**config.mk**
```make
export PLATFORM = sky130hd
export DESIGN_NAME = utf8_codepoint_decoder_unit_flat
export DESIGN_NICKNAME = d
export VERILOG_FILES = /design/src/hw/rtl/ucd_pkg.sv /design/src/hw/rtl/ucd_byte_if.sv /design/src/hw/rtl/ucd_cp_if.sv /design/src/hw/rtl/utf8_codepoint_decoder_unit.sv /design/src/flat_wrapper.sv
export SDC_FILE = /design/constraint.sdc
export NUM_CORES = 1
export LEC_CHECK = 0
export BUFFER_PORTS_ARGS = -buffer_cell sky130_fd_sc_hd__buf_2
export CORE_MARGIN = 2
export CORE_UTILIZATION = 55
export CTS_CLUSTER_SIZE = 40
export DETAILED_ROUTE_END_ITERATION = 8
export GPL_TIMING_DRIVEN = 0
export PLACE_DENSITY = 0.76
export RECOVER_POWER = 100
export REMOVE_ABC_BUFFERS = 1
export SYNTH_ARGS = -nofsm -noshare
export SYNTH_HDL_FRONTEND = slang
export SYNTH_SLANG_ARGS = --single-unit
```
**constraint.sdc**
```tcl
create_clock -name clk -period 3.8 [get_ports clk]
set_clock_uncertainty 0.15 [all_clocks]
set_input_delay 0.19 -clock clk [delete_from_list [all_inputs] [get_ports clk]]
set_output_delay 0.19 -clock clk [all_outputs]
set_load 0.03 [all_outputs]
```
**src/hw/rtl/ucd_pkg.sv**
```systemverilog
// Shared types and constants for the UTF-8 codepoint decoder.
// No dependencies; used by the channel interfaces and the top level.

package ucd_pkg;

  localparam int unsigned BYTE_W = 8;
  localparam int unsigned CP_W   = 21;
  localparam int unsigned PEND_W = 2;

  // Result queue: room for the two words of an accepted byte plus two already held
  localparam int unsigned QUEUE_DEPTH = 4;
  localparam int unsigned QPTR_W      = 2;
  localparam int unsigned QCNT_W      = 3;

  localparam logic [CP_W-1:0] REPLACEMENT_CP = 21'h00FFFD;

  // Continuations still owed
  localparam logic [PEND_W-1:0] PEND_NONE = 2'd0;
  localparam logic [PEND_W-1:0] PEND_ONE  = 2'd1;
  localparam logic [PEND_W-1:0] PEND_TWO  = 2'd2;
  localparam logic [PEND_W-1:0] PEND_THREE = 2'd3;

  typedef struct packed {
    logic [CP_W-1:0] codepoint;
    logic            last_of_run;
    logic            end_of_text;
  } result_t;

endpackage

```
**src/hw/rtl/ucd_byte_if.sv**
```systemverilog
// Valid/ready channel carrying one byte of a UTF-8 string per word.
// Depends on ucd_pkg for field widths.

interface ucd_byte_if;
  logic                          valid;
  logic                          ready;
  logic [ucd_pkg::BYTE_W-1:0]    text_byte;
  logic                          is_last;

  modport source (output valid, output text_byte, output is_last, input ready);
  modport sink   (input valid, input text_byte, input is_last, output ready);
endinterface

```
**src/hw/rtl/ucd_cp_if.sv**
```systemverilog
// Valid/ready channel carrying one decoded codepoint per word.
// Depends on ucd_pkg for field widths.

interface ucd_cp_if;
  logic                        valid;
  logic                        ready;
  logic [ucd_pkg::CP_W-1:0]    codepoint;
  logic                        last_of_run;
  logic                        end_of_text;

  modport source (output valid, output codepoint, output last_of_run, output end_of_text,
                  input ready);
  modport sink   (input valid, input codepoint, input last_of_run, input end_of_text,
                  output ready);
endinterface

```
**src/hw/rtl/utf8_codepoint_decoder_unit.sv**
```systemverilog
// UTF-8 codepoint decoder: one byte in, zero to two codepoints out.
// The results of a byte are registered into the result queue and driven from its head.
// Throughput: one byte per cycle while the result queue has room; a byte giving two
// codepoints writes both into the four-entry result queue at once.
// Reset (rst, synchronous): closes any open sequence and empties the queue.
// Depends on ucd_pkg, ucd_byte_if and ucd_cp_if.

module utf8_codepoint_decoder_unit (
  input  logic            clk,
  input  logic            rst,
  ucd_byte_if.sink        bytes,
  ucd_cp_if.source        codepoints
);

  // Decoder state
  logic [ucd_pkg::CP_W-1:0]   partial_cp;
  logic [ucd_pkg::PEND_W-1:0] pending;
  logic [ucd_pkg::CP_W-1:0]   partial_cp_next;
  logic [ucd_pkg::PEND_W-1:0] pending_next;

  // Result queue
  ucd_pkg::result_t                queue [ucd_pkg::QUEUE_DEPTH];
  logic [ucd_pkg::QPTR_W-1:0]      wr_ptr;
  logic [ucd_pkg::QPTR_W-1:0]      rd_ptr;
  logic [ucd_pkg::QCNT_W-1:0]      count;

  // Per-byte decode results
  logic                            push;
  logic                            pop;
  logic [1:0]                      n_res;
  ucd_pkg::result_t                res0;
  ucd_pkg::result_t                res1;

  logic [ucd_pkg::BYTE_W-1:0]      b;
  logic                            is_cont;
  logic                            fresh_emit;
  logic [ucd_pkg::CP_W-1:0]        fresh_cp;
  logic [ucd_pkg::PEND_W-1:0]      fresh_pend;
  logic [ucd_pkg::CP_W-1:0]        fresh_part;
  logic [ucd_pkg::CP_W-1:0]        shifted;
  logic [ucd_pkg::PEND_W-1:0]      pend_dec;
  logic [ucd_pkg::CP_W-1:0]        cp0;
  logic [ucd_pkg::CP_W-1:0]        cp1;

  assign push = bytes.valid && bytes.ready;
  assign pop  = codepoints.valid && codepoints.ready;

  // Accept while two free slots remain
  assign bytes.ready = (count < ucd_pkg::QCNT_W'(ucd_pkg::QUEUE_DEPTH - 1));

  // Decode a byte as if no sequence were open
  always_comb begin
    b          = bytes.text_byte;
    fresh_emit = 1'b1;
    fresh_cp   = ucd_pkg::REPLACEMENT_CP;
    fresh_pend = ucd_pkg::PEND_NONE;
    fresh_part = '0;
    if (b[7] == 1'b0) begin
      fresh_cp = ucd_pkg::CP_W'(b);
    end else if (b[7:5] == 3'b110) begin
      fresh_emit = 1'b0;
      fresh_pend = ucd_pkg::PEND_ONE;
      fresh_part = ucd_pkg::CP_W'(b[4:0]);
    end else if (b[7:4] == 4'b1110) begin
      fresh_emit = 1'b0;
      fresh_pend = ucd_pkg::PEND_TWO;
      fresh_part = ucd_pkg::CP_W'(b[3:0]);
    end else if (b[7:3] == 5'b11110) begin
      fresh_emit = 1'b0;
      fresh_pend = ucd_pkg::PEND_THREE;
      fresh_part = ucd_pkg::CP_W'(b[2:0]);
    end
  end

  // Combine with the open sequence and the end-of-string flag
  always_comb begin
    is_cont         = (pending != ucd_pkg::PEND_NONE) && (b[7:6] == 2'b10);
    shifted         = {partial_cp[ucd_pkg::CP_W-7:0], b[5:0]};
    pend_dec        = pending - ucd_pkg::PEND_ONE;
    n_res           = 2'd0;
    cp0             = ucd_pkg::REPLACEMENT_CP;
    cp1             = ucd_pkg::REPLACEMENT_CP;
    pending_next    = pending;
    partial_cp_next = partial_cp;

    if (is_cont) begin
      pending_next = pend_dec;
      if (pend_dec == ucd_pkg::PEND_NONE) begin
        n_res           = 2'd1;
        cp0             = shifted;
        partial_cp_next = '0;
      end else begin
        partial_cp_next = shifted;
      end
    end else begin
      // Interrupted sequence: replacement, then the byte afresh
      if (pending != ucd_pkg::PEND_NONE) begin
        n_res = 2'd1;
      end
      if (fresh_emit) begin
        if (n_res == 2'd0) begin
          cp0 = fresh_cp;
        end else begin
          cp1 = fresh_cp;
        end
        n_res           = n_res + 2'd1;
        pending_next    = ucd_pkg::PEND_NONE;
        partial_cp_next = (pending != ucd_pkg::PEND_NONE) ? '0 : partial_cp;
      end else begin
        pending_next    = fresh_pend;
        partial_cp_next = fresh_part;
      end
    end

    // Truncated at end: append a replacement, then close
    if (bytes.is_last) begin
      if (pending_next != ucd_pkg::PEND_NONE && n_res != 2'd2) begin
        n_res = n_res + 2'd1;
      end
      pending_next    = ucd_pkg::PEND_NONE;
      partial_cp_next = '0;
    end

    res0.codepoint   = cp0;
    res0.last_of_run = (n_res == 2'd1);
    res0.end_of_text = (n_res == 2'd1) && bytes.is_last;
    res1.codepoint   = cp1;
    res1.last_of_run = 1'b1;
    res1.end_of_text = bytes.is_last;
  end

  // Advance decoder state on each accepted byte
  always_ff @(posedge clk) begin
    if (rst) begin
      pending    <= ucd_pkg::PEND_NONE;
      partial_cp <= '0;
    end else if (push) begin
      pending    <= pending_next;
      partial_cp <= partial_cp_next;
    end
  end

  // Write results into the queue
  always_ff @(posedge clk) begin
    if (push && n_res != 2'd0) begin
      queue[wr_ptr] <= res0;
      if (n_res == 2'd2) begin
        queue[wr_ptr + ucd_pkg::QPTR_W'(1)] <= res1;
      end
    end
  end

  // Track pointers and fill level
  always_ff @(posedge clk) begin
    if (rst) begin
      wr_ptr <= '0;
      rd_ptr <= '0;
      count  <= '0;
    end else begin
      if (push) begin
        wr_ptr <= wr_ptr + ucd_pkg::QPTR_W'(n_res);
      end
      if (pop) begin
        rd_ptr <= rd_ptr + ucd_pkg::QPTR_W'(1);
      end
      count <= count + (push ? ucd_pkg::QCNT_W'(n_res) : '0) - ucd_pkg::QCNT_W'(pop);
    end
  end

  // Drive the head of the queue
  assign codepoints.valid       = (count != '0);
  assign codepoints.codepoint   = queue[rd_ptr].codepoint;
  assign codepoints.last_of_run = queue[rd_ptr].last_of_run;
  assign codepoints.end_of_text = queue[rd_ptr].end_of_text;

`ifndef ASSERT_OFF
  a_count_bound: assert property (@(posedge clk) disable iff (rst)
    count <= ucd_pkg::QCNT_W'(ucd_pkg::QUEUE_DEPTH))
    else $error("result queue overfilled");

  a_closed_clear: assert property (@(posedge clk) disable iff (rst)
    pending == ucd_pkg::PEND_NONE |-> partial_cp == '0)
    else $error("partial codepoint left with no open sequence");

  a_last_closes: assert property (@(posedge clk) disable iff (rst)
    push && bytes.is_last |=> pending == ucd_pkg::PEND_NONE)
    else $error("sequence still open after end of string");

  a_eot_ends_run: assert property (@(posedge clk) disable iff (rst)
    codepoints.valid && codepoints.end_of_text |-> codepoints.last_of_run)
    else $error("end of text on a word that does not end its run");
`endif

endmodule

```
**src/flat_wrapper.sv**
```systemverilog
// flat-port wrapper written by rule: the top's interface ports become plain ports
module utf8_codepoint_decoder_unit_flat 
  (clk, rst, bytes_valid, bytes_text_byte, bytes_is_last, bytes_ready, codepoints_valid, codepoints_codepoint, codepoints_last_of_run, codepoints_end_of_text, codepoints_ready);
  ucd_byte_if bytes_i ();
  ucd_cp_if codepoints_i ();
  input  logic clk;
  input  logic rst;
  input wire logic [$bits(bytes_i.valid)-1:0] bytes_valid;
  input wire logic [$bits(bytes_i.text_byte)-1:0] bytes_text_byte;
  input wire logic [$bits(bytes_i.is_last)-1:0] bytes_is_last;
  output wire logic [$bits(bytes_i.ready)-1:0] bytes_ready;
  output wire logic [$bits(codepoints_i.valid)-1:0] codepoints_valid;
  output wire logic [$bits(codepoints_i.codepoint)-1:0] codepoints_codepoint;
  output wire logic [$bits(codepoints_i.last_of_run)-1:0] codepoints_last_of_run;
  output wire logic [$bits(codepoints_i.end_of_text)-1:0] codepoints_end_of_text;
  input wire logic [$bits(codepoints_i.ready)-1:0] codepoints_ready;
  assign bytes_i.valid = bytes_valid;
  assign bytes_i.text_byte = bytes_text_byte;
  assign bytes_i.is_last = bytes_is_last;
  assign bytes_ready = bytes_i.ready;
  assign codepoints_valid = codepoints_i.valid;
  assign codepoints_codepoint = codepoints_i.codepoint;
  assign codepoints_last_of_run = codepoints_i.last_of_run;
  assign codepoints_end_of_text = codepoints_i.end_of_text;
  assign codepoints_i.ready = codepoints_ready;
  utf8_codepoint_decoder_unit u_core (.clk(clk), .rst(rst), .bytes(bytes_i), .codepoints(codepoints_i));
endmodule
```
==> insert_results.sql, run 1 <==
INSERT INTO impl_metrics (metric_group, metric, value, unit) VALUES
('status', 'status', 'finished with violations', ''),
('status', 'failed_checks', 'capacitance limit, slew limit', ''),
('drt', 'drcViolationCount', '0', ''),
('critical_path', 'ff2ff_path_depth', '11', ''),
('logic_synthesis', 'synth_seq_area_share', '53.0', '%'),
('drt', 'drt_iter0_markers', '575', ''),
('critical_path', 'path_max_fanout', '12', ''),
('floorplanning', 'floorplan_core_area', '10200', 'µm²'),
('logic_synthesis', 'post_synth.cell_area_avg', '12.1', 'µm²'),
('critical_path', 'critical_path.top_delay_family', 'simple AND/OR/NAND/NOR gates', ''),
('floorplanning', 'die-width', '106', 'µm'),
('placed_design', 'gp_routability_congestion', '0.857', ''),
('critical_path', 'worst_path_max_delay_cell', 'o21ai_2', ''),
('sta', 'relative_slew_slack', '-8.15', '%'),
('power_and_ir_drop', 'leakagePower', '2.45', 'nW'),
('critical_path', 'timing.critical_path.from_type', 'register', ''),
('logic_synthesis', 'synth_top_cells_by_area', 'edfxtp_1 (36%), dfxtp_1 (17%), mux4_2 (9.0%)', ''),
('critical_path', 'slack_of_the_worst_reg_to_reg_path', '140', 'ps'),
('drt', 'route.vias.total', '4495', ''),
('clocking', 'tritoncts_num_sinks', '118', ''),
('clocking', 'cts_inserted_buffers', '17', ''),
('finish', 'regArea', '3050', 'µm²'),
('finish', 'instances_no_fill', '692', ''),
('flow_run', 'cap_violations', '1', ''),
('hold_path', 'worstHoldStart', 'bytes_valid', ''),
('critical_path', 'cp_peak_stage_delay', '480', 'ps'),
('floorplanning', 'die_area', '11300', 'µm²'),
('critical_path', 'regToRegStartpoint', 'u_core.pending[0]$_SDFFE_PP0P_', ''),
('hold_path', 'end_of_the_worst_hold_path', 'u_core.wr_ptr[1]$_SDFFE_PP0P_', ''),
('clocking', 'htreeDepth', '4', ''),
('hold_path', 'min_path_cells', '4', ''),
('critical_path', 'critical_path.reg2reg.endpoint', 'u_core.queue[2][3]$_DFFE_PP_', ''),
('drt', 'wl', '14700', 'µm'),
('critical_path', 'worst_setup_path_end_kind', 'register', ''),
('floorplanning', 'chipHeight', '106', 'µm'),
('clocking', 'cts.clk_slew.worst_paths', '60', 'ps'),
('drt', 'dr.pass1.iters', '6', ''),
('logic_synthesis', 'number_of_enable_flip_flop_cells_after_synthesis', '68', ''),
('drt', 'avgViaCountPerCell', '6.50', ''),
('placed_design', 'placed_cells_incl_taps', '621', ''),
('critical_path', 'critPathRequiredTime', '3930', 'ps'),
('logic_synthesis', 'netlist.top_cell.by_area', 'edfxtp_1', ''),
('finish', 'nFillCells', '729', ''),
('logic_synthesis', 'postSynthCellCount', '476', ''),
('finish', 'fin_nets', '565', ''),
('sta', 'hold_viol_final', '0', ''),
('clocking', 'clock_latency', '530', 'ps'),
('sta', 'slew_at_the_pin_closest_to_its_max_slew_limit', '1610', 'ps'),
('global_route', 'number_of_antenna_violations_at_the_first_check_in_global_routing', '0', ''),
('clocking', 'clock_tree.root_cell', 'clkbuf_8', ''),
('finish', 'syn2layout_area_growth', '20.7', '%'),
('finish', 'multi_input_comb_area', '2550', 'µm²'),
('finish', 'antennaDiodeCount', '0', ''),
('floorplanning', 'pin_count', '38', ''),
('logic_synthesis', 'netlist_area', '5740', 'µm²'),
('floorplanning', 'fp-row-count', '37', ''),
('logic_synthesis', 'synth_seq_cells', '118', ''),
('global_route', 'grt_overflow', '0', ''),
('drt', 'route.detailed.wl_per_inst', '21.2', 'µm'),
('finish', 'finalCoreUtilization', '67.8', '%'),
('placed_design', 'hpwl', '9170', 'µm'),
('critical_path', 'cp_cell_sequence', 'inv_1 > ha_4 > or3b_4 > and2_4 > ha_1 > nand2b_4 > o211a_1 > o21ai_2 > and2_2 > clkinvlp_4 > buf_4', ''),
('placed_design', 'place.port_buffers', '37', ''),
('clocking', 'tritoncts', 'yes', ''),
('sta', 'finalMaxSlewViolations', '16', ''),
('hold_path', 'min_path_type', 'primary input to register', ''),
('logic_synthesis', 'ys_dominant_reg_cell', 'edfxtp_1', ''),
('finish', 'layout.cell_area.non_filler', '6930', 'µm²'),
('finish', 'share_of_final_layout_standard_cells_stronger_than_drive_strength_1', '24.3', '%'),
('global_route', 'grt_pass1_vias', '4468', ''),
('power_and_ir_drop', 'power.density', '625', 'nW/µm²');
==> cells by family (layout without fill, tap and decap cells) <==
family	Yosys count	after routing	share of synthesized area (%)
AOI/OAI and AO/OA	149	149	19.2
xor gates and xnor gates	5	5	0.763
adders and majority gates	9	9	2.09
buffers and inverters	40	120	3.38
DFF	118	118	53.0
muxes	25	25	9.39
and+or+nand+nor	130	130	12.2
==> report_power, final <==
| part | switching [mW] | total [mW] | internal, mW |
|---|---|---|---|
| Sequential | 0.137 | 1.64 | 1.50 |
| Clock | 0.593 | 1.60 | 1.00 |
| Combinational | 0.660 | 1.10 | 0.438 |
==> through the flow <==
step / worst slack (ps) / setup TNS, ps / hold WS, ps
after floorplan: -29.7 / -29.7 / 107
after global placement: -766 / -40100 / 279
after detailed placement: -874 / -53050 / 291
after CTS: 70.6 / 0 / 39.7
after global routing: -13.9 / -141 / 68.6
final: 144 / 0 / 46.5
==> timing repair <==
item,4_1_cts,5_1_grt
gates cloned,0,0
resized for setup,13,3
setup buffers,8,16
hold buffers,15,0
endpoints found under the hold margin,29,0
endpoints found under the setup margin,133,69
pin swaps,1,5
==> tightest hold or removal path: stages <==
cell and delay, ps:
buf_2 90, and3_1 130, mux2i_1 70, mux2_2 210
==> Yosys cell counts, types with 8 or more instances <==
cell type  instances
edfxtp_1          68
dfxtp_1           50
nor2_1            45
o21ai_0           42
nand2_1           24
mux4_2            23
a221oi_1          20
o2bb2ai_1         20
nand3_1           15
clkbuf_1          14
inv_1             12
a22oi_1           10
a21oi_1            9
and2_1             9
ha_1               8
==> state kept, by name, indices dropped and copies added (netlist names), named ones only <==
name	flops
u_core.wr_ptr	2
u_core.pending	2
u_core.count	3
u_core.queue	92
u_core.rd_ptr	2
u_core.partial_cp	15
==> per-layer routing <==
layer  track usage (%)  vias up  wire length, µm  part of all wire (%)
met5                 0        -                0                     0
met4              15.1        0              544                   3.7
met3              6.19       43             1460                   9.9
met2              43.2      280             7070                    48
met1              35.9     2175             5600                    38
li1                  -     1997                -                     -
==> cell type report <==
| class | count | area share (%) |
|---|---|---|
| clock buffer | 18 | 6.03 |
| multi-input combinational | 318 | 36.8 |
| inverter | 12 | 0.866 |
| timing repair buffer | 76 | 7.36 |
| clock inverter | 14 | 2.54 |
| tap | 136 | 2.45 |
| sequential | 118 | 43.9 |
==> worst max path at each step <==
stage,startpoint,to,slack (ps),depth (start not counted)
4_1_cts,u_core.pending[0]$_SDFFE_PP0P_,u_core.count[2]$_SDFF_PP0_,70,14
3_5_place_dp,u_core.pending[0]$_SDFFE_PP0P_,u_core.queue[0][9]$_DFFE_PP_,-870,11
6_report,u_core.pending[0]$_SDFFE_PP0P_,u_core.queue[2][3]$_DFFE_PP_,140,11
3_3_place_gp,u_core.pending[0]$_SDFFE_PP0P_,u_core.queue[0][15]$_DFFE_PP_,-770,11
2_1_floorplan,u_core.pending[0]$_SDFFE_PP0P_,u_core.count[2]$_SDFF_PP0_,-30,14
5_1_grt,u_core.pending[0]$_SDFFE_PP0P_,u_core.queue[2][3]$_DFFE_PP_,-10,11
==> cell usage in the layout, fill, tap and decap left out, drive strengths merged, types with 2 or more instances in the layout <==
cell / count
a21boi: 4
a21o: 6
a21oi: 17
a221oi: 20
a22oi: 10
a32oi: 6
and2: 10
and3: 3
buf: 37
bufinv: 3
clkbuf: 42
clkinv: 4
clkinvlp: 9
dfxtp: 50
dlygate4sd3: 15
edfxtp: 68
ha: 8
inv: 10
mux4: 23
nand2: 27
nand2b: 3
nand3: 18
nor2: 45
nor2b: 3
nor3: 5
nor3b: 3
o211ai: 7
o21a: 3
o21ai: 47
o22ai: 6
o2bb2ai: 20
o31ai: 2
or2: 2
or3: 2
xnor2: 3
xor2: 2
(Power assumes the default switching activity.)
==> inputs of run 2 (changes only) <==
CELL_PAD_IN_SITES_DETAIL_PLACEMENT = 1   (was default)
CELL_PAD_IN_SITES_GLOBAL_PLACEMENT = 2   (was default)
CORE_UTILIZATION = 38   (was 55)
PLACE_DENSITY = default   (was 0.76)
PLACE_DENSITY_LB_ADDON = 0.1   (was default)
==> run 2 against run 1 <==
The flow still finishes with violations (capacitance limit, slew limit). Die area is 43% higher. Hold slack better by 7.9 ps. Maximum frequency grew 0.94%. Count of clock-buffer cells in the layout increased by 2. Sequential share of layout area rose by 0.66 points. Combinational power is 6% higher. Global-route usage decreased by 5.9 points. Critical path type unchanged.
==> insert_results.sql, run 2 (synthesis results as in run 1) <==
INSERT INTO impl_metrics (metric_group, metric, value, unit) VALUES
('finish', 'syn2layout_area_growth', '19.0', '%'),
('finish', 'largest_register_ff_count', '92', ''),
('finish', 'top_register', 'u_core.queue', ''),
('power_and_ir_drop', 'leakagePower', '2.41', 'nW'),
('global_route', 'grt_first_pass_wirelength', '26000', 'µm'),
('clocking', 'cts_inserted_buffers', '17', ''),
('critical_path', 'path_buf_inv', '1', ''),
('critical_path', 'path_max_fanout', '10', ''),
('sta', 'fin_tns_setup', '0', 'ps'),
('hold_path', 'min_path_cells', '3', ''),
('hold_path', 'end_of_the_worst_hold_path', 'u_core.partial_cp[4]$_SDFFE_PP0P_', ''),
('sta', 'setup_viol_count_final', '0', ''),
('critical_path', 'critical_path.top_delay_family', 'simple AND/OR/NAND/NOR gates', ''),
('global_route', 'track_usage', '21.8', '%'),
('clocking', 'htreeDepth', '4', ''),
('sta', 'finalCritPeriodShare', '95.3', '%'),
('finish', 'most_frequent_cells_in_the_layout', 'edfxtp_1 (68), dfxtp_1 (48), nor2_1 (45)', ''),
('finish', 'antennaDiodeCount', '0', ''),
('sta', 'finalMaxSlewViolations', '16', ''),
('placed_design', 'hpwl', '11000', 'µm'),
('clocking', 'cts_buffer_depth', '2', ''),
('drt', 'dr.pass1.iters', '4', ''),
('clocking', 'clock_latency', '410', 'ps'),
('clocking', 'clock_tree.root_cell', 'clkbuf_16', ''),
('flow_run', 'cap_violations', '1', ''),
('finish', 'finalCoreUtilization', '46.7', '%'),
('sta', 'holdWs', '54.4', 'ps'),
('placed_design', 'gp_routability_congestion', '0.817', ''),
('critical_path', 'critPathRequiredTime', '3930', 'ps'),
('finish', 'reg_top3', 'u_core.queue x92, u_core.partial_cp x15, u_core.count x3', ''),
('global_route', 'number_of_antenna_violations_at_the_first_check_in_global_routing', '0', ''),
('clocking', 'cts.clk_slew.worst_paths', '50', 'ps'),
('drt', 'drcViolationCount', '0', ''),
('power_and_ir_drop', 'vdd.ir_drop.worst', '335', 'µV'),
('critical_path', 'slack_of_the_worst_reg_to_reg_path', '180', 'ps'),
('drt', 'wl', '16600', 'µm'),
('clocking', 'tritoncts', 'yes', ''),
('floorplanning', 'die-width', '127', 'µm'),
('critical_path', 'worst_setup_path_end_kind', 'register', ''),
('hold_path', 'worstHoldStart', 'bytes_text_byte[4]', ''),
('power_and_ir_drop', 'power.density', '629', 'nW/µm²'),
('critical_path', 'data_arrival_time_at_the_worst_slack_endpoint', '3750', 'ps'),
('sta', 'fmaxAchievable', '0.276', 'GHz'),
('global_route', 'grt_overflow', '0', ''),
('hold_path', 'min_path_type', 'primary input to register', ''),
('critical_path', 'critical_path.reg2reg.endpoint', 'u_core.count[2]$_SDFF_PP0_', ''),
('drt', 'route.vias.total', '4228', ''),
('critical_path', 'setup.worst_path.class', 'register to register', ''),
('status', 'status', 'finished with violations', ''),
('drt', 'route.detailed.wl_per_inst', '23.1', 'µm'),
('global_route', 'grt_pass1_vias', '4540', ''),
('critical_path', 'cp_cell_sequence', 'inv_1 > ha_4 > or3b_4 > and2_1 > ha_1 > nand2b_4 > or2_4 > o21ai_4 > nand2_1 > ha_1 > fa_1 > xnor2_2 > xnor2_1 > nor2_1', ''),
('critical_path', 'timing.critical_path.from_type', 'register', ''),
('sta', 'min_period', '3620', 'ps'),
('critical_path', 'cp_peak_stage_delay', '460', 'ps'),
('critical_path', 'cp_common_cell', 'ha_1', ''),
('finish', 'fin_nets', '547', ''),
('drt', 'avgViaCountPerCell', '5.86', ''),
('clocking', 'tritoncts_num_sinks', '118', ''),
('floorplanning', 'chipHeight', '127', 'µm'),
('placed_design', 'placed_cell_area', '6040', 'µm²'),
('finish', 'share_of_final_layout_standard_cells_stronger_than_drive_strength_1', '25.5', '%'),
('drt', 'drt_iter0_markers', '332', ''),
('sta', 'slew_at_the_pin_closest_to_its_max_slew_limit', '1590', 'ps'),
('floorplanning', 'initial_utilization', '39.2', '%'),
('floorplanning', 'floorplan_core_area', '14600', 'µm²'),
('floorplanning', 'pin_count', '38', ''),
('critical_path', 'regToRegStartpoint', 'u_core.pending[0]$_SDFFE_PP0P_', ''),
('critical_path', 'worst_path_max_delay_cell', 'fa_1', ''),
('floorplanning', 'fp-row-count', '44', ''),
('floorplanning', 'die_area', '16100', 'µm²'),
('sta', 'relative_slew_slack', '-7.03', '%'),
('finish', 'layout.cell_area.non_filler', '6830', 'µm²'),
('drt', 'antenna_violating_nets_post_route', '0', ''),
('status', 'failed_checks', 'capacitance limit, slew limit', ''),
('critical_path', 'ff2ff_path_depth', '14', ''),
('sta', 'hold_viol_final', '0', ''),
('placed_design', 'place.port_buffers', '37', ''),
('finish', 'layout_commonest_cell', 'edfxtp_1', ''),
('global_route', 'pin_count_of_the_biggest_net_entering_global_routing', '27', '');
==> run 2: area by class of cell <==
cell class                      count  area (µm²)
Timing Repair Buffer               58         383
Fill cell                        1561        7810
Clock buffer                       20         437
Clock inverter                     12         111
Tap cell                          184         230
Inverter                           12        60.1
Sequential cell                   118        3050
Multi-Input combinational cell    318        2560
==> run 2: how the worst max path moves through the flow <==
stage                                    end  cells after the start                            from
3_5_place_dp   u_core.queue[0][15]$_DFFE_PP_                     11  u_core.pending[0]$_SDFFE_PP0P_
4_1_cts           u_core.count[2]$_SDFF_PP0_                     14  u_core.pending[0]$_SDFFE_PP0P_
2_1_floorplan     u_core.count[2]$_SDFF_PP0_                     14  u_core.pending[0]$_SDFFE_PP0P_
6_report          u_core.count[2]$_SDFF_PP0_                     14  u_core.pending[0]$_SDFFE_PP0P_
5_1_grt        u_core.queue[0][13]$_DFFE_PP_                     10  u_core.pending[0]$_SDFFE_PP0P_
3_3_place_gp   u_core.queue[0][16]$_DFFE_PP_                     11  u_core.pending[0]$_SDFFE_PP0P_
==> run 2: what timing repair did <==
item,4_1_cts,5_1_grt
hold endpoints to repair,3,0
setup buffers,14,3
setup endpoints to repair,152,28
gates resized for setup,16,4
hold buffers,3,0
pin swaps,2,0
==> run 2: routing by layer <==
metal / wire (µm) / GRT usage (%)
met1: 7310 / 27.3
met2: 8300 / 35.6
met3: 645 / 5.48
met4: 388 / 9.89
met5: 0 / 0
==> run 2: report_power, final <==
part           switching [mW]  leakage [nW]  internal [mW]
Combinational           0.697          1.06          0.473
Sequential              0.115          1.08           1.50
Clock                   0.559         0.267          0.949
==> run 2: worst reg2reg max path: cells and delay by family, from the launching register on <==
| kind | cells | cell delay, ps |
|---|---|---|
| xor gates and xnor gates | 2 | 290 |
| DFF | 1 | 360 |
| adders and majority gates | 4 | 1200 |
| AOI/OAI and AO/OA | 1 | 170 |
| and+or+nand+nor | 6 | 1260 |
| buffers and inverters | 1 | 80 |
==> run 2: through the flow <==
stage / cells / total power, mW / worst slack (ps)
2_1_floorplan: 448 / 2.41 / -29.7
3_3_place_gp: 669 / 2.72 / -919
3_5_place_dp: 670 / 2.77 / -989
4_1_cts: 719 / 4.36 / 59.4
5_1_grt: 722 / 4.50 / -3.71
6_report: 722 / 4.30 / 178
==> inputs of run 3 (changes only) <==
CTS_BUF_LIST = sky130_fd_sc_hd__clkbuf_16   (was default)
==> run 3 against run 2 <==
The flow still finishes with violations (capacitance limit, slew limit). Worst setup slack better by 4.3 ps. Combinational power about the same. Non-clock buffer count unchanged. Cell count unchanged. Hold slack worse by 9.5 ps. Sequential share of layout area unchanged.
==> insert_results.sql, run 3 (synthesis results as in run 1) <==
INSERT INTO impl_metrics (metric_group, metric, value, unit) VALUES
('clocking', 'clock_tree.root_cell', 'clkbuf_16', ''),
('placed_design', 'place.port_buffers', '37', ''),
('floorplanning', 'initial_utilization', '39.2', '%'),
('global_route', 'global_route.usage.met1', '27.3', '%'),
('critical_path', 'timing.critical_path.from_type', 'register', ''),
('finish', 'share_of_final_layout_standard_cells_stronger_than_drive_strength_1', '25.5', '%'),
('critical_path', 'critical_path.top_delay_family', 'simple AND/OR/NAND/NOR gates', ''),
('placed_design', 'placed_cell_area', '6040', 'µm²'),
('global_route', 'grt_pass1_vias', '4540', ''),
('critical_path', 'setup.worst_path.class', 'register to register', ''),
('global_route', 'pin_count_of_the_biggest_net_entering_global_routing', '27', ''),
('critical_path', 'cp_cell_sequence', 'inv_1 > ha_4 > or3b_4 > and2_1 > ha_1 > nand2b_4 > or2_4 > o21ai_4 > nand2_1 > ha_1 > fa_1 > xnor2_2 > xnor2_1 > nor2_1', ''),
('sta', 'slew_at_the_pin_closest_to_its_max_slew_limit', '1590', 'ps'),
('sta', 'finalCritPeriodShare', '95.2', '%'),
('placed_design', 'gp_routability_congestion', '0.817', ''),
('sta', 'finalMaxSlewViolations', '16', ''),
('sta', 'setup_viol_count_final', '0', ''),
('critical_path', 'critical_path_cell_count', '14', ''),
('critical_path', 'path_buf_inv', '1', ''),
('finish', 'finalCoreUtilization', '46.7', '%'),
('drt', 'dr.pass1.iters', '5', ''),
('power_and_ir_drop', 'power.density', '629', 'nW/µm²'),
('floorplanning', 'chipHeight', '127', 'µm'),
('sta', 'fmaxAchievable', '0.276', 'GHz'),
('finish', 'layout_commonest_cell', 'edfxtp_1', ''),
('drt', 'route.detailed.wl_per_inst', '23.2', 'µm'),
('critical_path', 'worst_setup_path_end_kind', 'register', ''),
('critical_path', 'cp_peak_stage_delay', '460', 'ps'),
('sta', 'hold_viol_final', '0', ''),
('finish', 'layout.cell_area.non_filler', '6830', 'µm²'),
('global_route', 'grt_first_pass_wirelength', '26000', 'µm'),
('finish', 'nFillCells', '1561', ''),
('drt', 'drt_iter0_markers', '348', ''),
('floorplanning', 'die_area', '16100', 'µm²'),
('sta', 'relative_slew_slack', '-7.15', '%'),
('status', 'status', 'finished with violations', ''),
('status', 'failed_checks', 'capacitance limit, slew limit', ''),
('global_route', 'track_usage', '21.8', '%'),
('flow_run', 'cap_violations', '1', ''),
('critical_path', 'slack_of_the_worst_reg_to_reg_path', '180', 'ps'),
('hold_path', 'worstHoldStart', 'bytes_text_byte[4]', ''),
('power_and_ir_drop', 'vdd.ir_drop.worst', '336', 'µV'),
('clocking', 'clock_latency', '420', 'ps'),
('power_and_ir_drop', 'leakagePower', '2.42', 'nW'),
('finish', 'reg_top3', 'u_core.queue x92, u_core.partial_cp x15, u_core.count x3', ''),
('drt', 'wl', '16800', 'µm'),
('finish', 'antennaDiodeCount', '0', ''),
('sta', 'fin_tns_setup', '0', 'ps'),
('sta', 'holdWs', '44.9', 'ps'),
('critical_path', 'ff2ff_path_depth', '14', ''),
('hold_path', 'end_of_the_worst_hold_path', 'u_core.partial_cp[4]$_SDFFE_PP0P_', ''),
('floorplanning', 'floorplan_core_area', '14600', 'µm²'),
('finish', 'top_register', 'u_core.queue', ''),
('finish', 'fin_nets', '547', ''),
('global_route', 'grt.met3_usage', '5.48', '%'),
('clocking', 'cts.clk_slew.worst_paths', '50', 'ps'),
('clocking', 'tritoncts', 'yes', ''),
('critical_path', 'path_max_fanout', '10', ''),
('floorplanning', 'die-width', '127', 'µm'),
('sta', 'min_period', '3620', 'ps'),
('critical_path', 'critPathRequiredTime', '3940', 'ps'),
('global_route', 'grt_use_met2', '35.6', '%'),
('drt', 'route.vias.total', '4280', ''),
('global_route', 'grt_overflow', '0', ''),
('finish', 'largest_register_ff_count', '92', ''),
('floorplanning', 'pin_count', '38', ''),
('global_route', 'number_of_antenna_violations_at_the_first_check_in_global_routing', '0', ''),
('clocking', 'cts_inserted_buffers', '17', ''),
('critical_path', 'worst_path_max_delay_cell', 'fa_1', ''),
('drt', 'antenna_violating_nets_post_route', '0', ''),
('drt', 'drcViolationCount', '0', ''),
('critical_path', 'regToRegStartpoint', 'u_core.pending[0]$_SDFFE_PP0P_', ''),
('clocking', 'cts_buffer_depth', '2', ''),
('clocking', 'htreeDepth', '4', ''),
('finish', 'most_frequent_cells_in_the_layout', 'edfxtp_1 (68), dfxtp_1 (48), nor2_1 (45)', ''),
('critical_path', 'cp_common_cell', 'ha_1', ''),
('clocking', 'tritoncts_num_sinks', '118', ''),
('critical_path', 'data_arrival_time_at_the_worst_slack_endpoint', '3760', 'ps'),
('drt', 'avgViaCountPerCell', '5.93', ''),
('floorplanning', 'fp-row-count', '44', ''),
('critical_path', 'critical_path.reg2reg.endpoint', 'u_core.count[2]$_SDFF_PP0_', ''),
('hold_path', 'min_path_cells', '3', ''),
('placed_design', 'hpwl', '11000', 'µm'),
('global_route', 'most_heavily_used_metal_layer_in_global_routing', 'met2', ''),
('finish', 'syn2layout_area_growth', '19.0', '%'),
('hold_path', 'min_path_type', 'primary input to register', '');
[run 3: cell count changes in the layout (fill, tap and decap cells not counted), sizes merged]
cell and change:
clkbuf -3, inv +3
[run 3: final cells by class]
class                      count  area, µm²  share of cell area [%]
multi-input combinational    318       2560                    37.5
sequential                   118       3050                    44.6
tap                          184        230                    3.37
clock buffer                  17        425                    6.23
inverter                      12       60.1                   0.879
timing repair buffer          58        383                    5.60
clock inverter                15        123                    1.79
[run 3: power by group]
part           switching, mW  internal (mW)  total [mW]  leakage [nW]
combinational          0.698          0.473        1.17          1.06
sequential             0.116           1.50        1.62          1.08
clock                  0.566          0.941        1.51         0.280
total                   1.38           2.92        4.30          2.42
[run 3: worst register-to-register path: cells and delay by family, from the launching register on]
kind	cells	cell delay (ps)
and+or+nand+nor	6	1260
adders and majority gates	4	1200
DFF	1	360
xor gates and xnor gates	2	290
AOI/OAI and AO/OA	1	170
buffers and inverters	1	80
[run 3: worst max-delay path by stage]
stage	slack [ps]	from	end
after floorplan	-30	u_core.pending[0]$_SDFFE_PP0P_	u_core.count[2]$_SDFF_PP0_
after global placement	-920	u_core.pending[0]$_SDFFE_PP0P_	u_core.queue[0][16]$_DFFE_PP_
after detailed placement	-990	u_core.pending[0]$_SDFFE_PP0P_	u_core.queue[0][15]$_DFFE_PP_
after CTS	60	u_core.pending[0]$_SDFFE_PP0P_	u_core.count[2]$_SDFF_PP0_
after global routing	-3	u_core.pending[0]$_SDFFE_PP0P_	u_core.queue[0][13]$_DFFE_PP_
final	180	u_core.pending[0]$_SDFFE_PP0P_	u_core.count[2]$_SDFF_PP0_
[run 3: per-layer routing]
metal  vias to the layer above  wire length, µm
met4                         0              480
met5                         -                0
li1                       1953                -
met2                       132             8230
met1                      2155             7220
met3                        40              836
[run 3: repair_timing]
action | CTS | global route
pin swaps | 2 | 0
hold buffers | 3 | 0
buffers inserted | 14 | 3
gates resized for setup | 16 | 4
hold endpoints to repair | 3 | 0
endpoints found under the setup margin | 152 | 28
[run 3: metrics by stage]
step	cells	total power, mW	setup slack, ps
2_1_floorplan	448	2.41	-29.7
3_3_place_gp	669	2.72	-919
3_5_place_dp	670	2.77	-989
4_1_cts	719	4.35	59.4
5_1_grt	722	4.49	-3.43
6_report	722	4.30	183
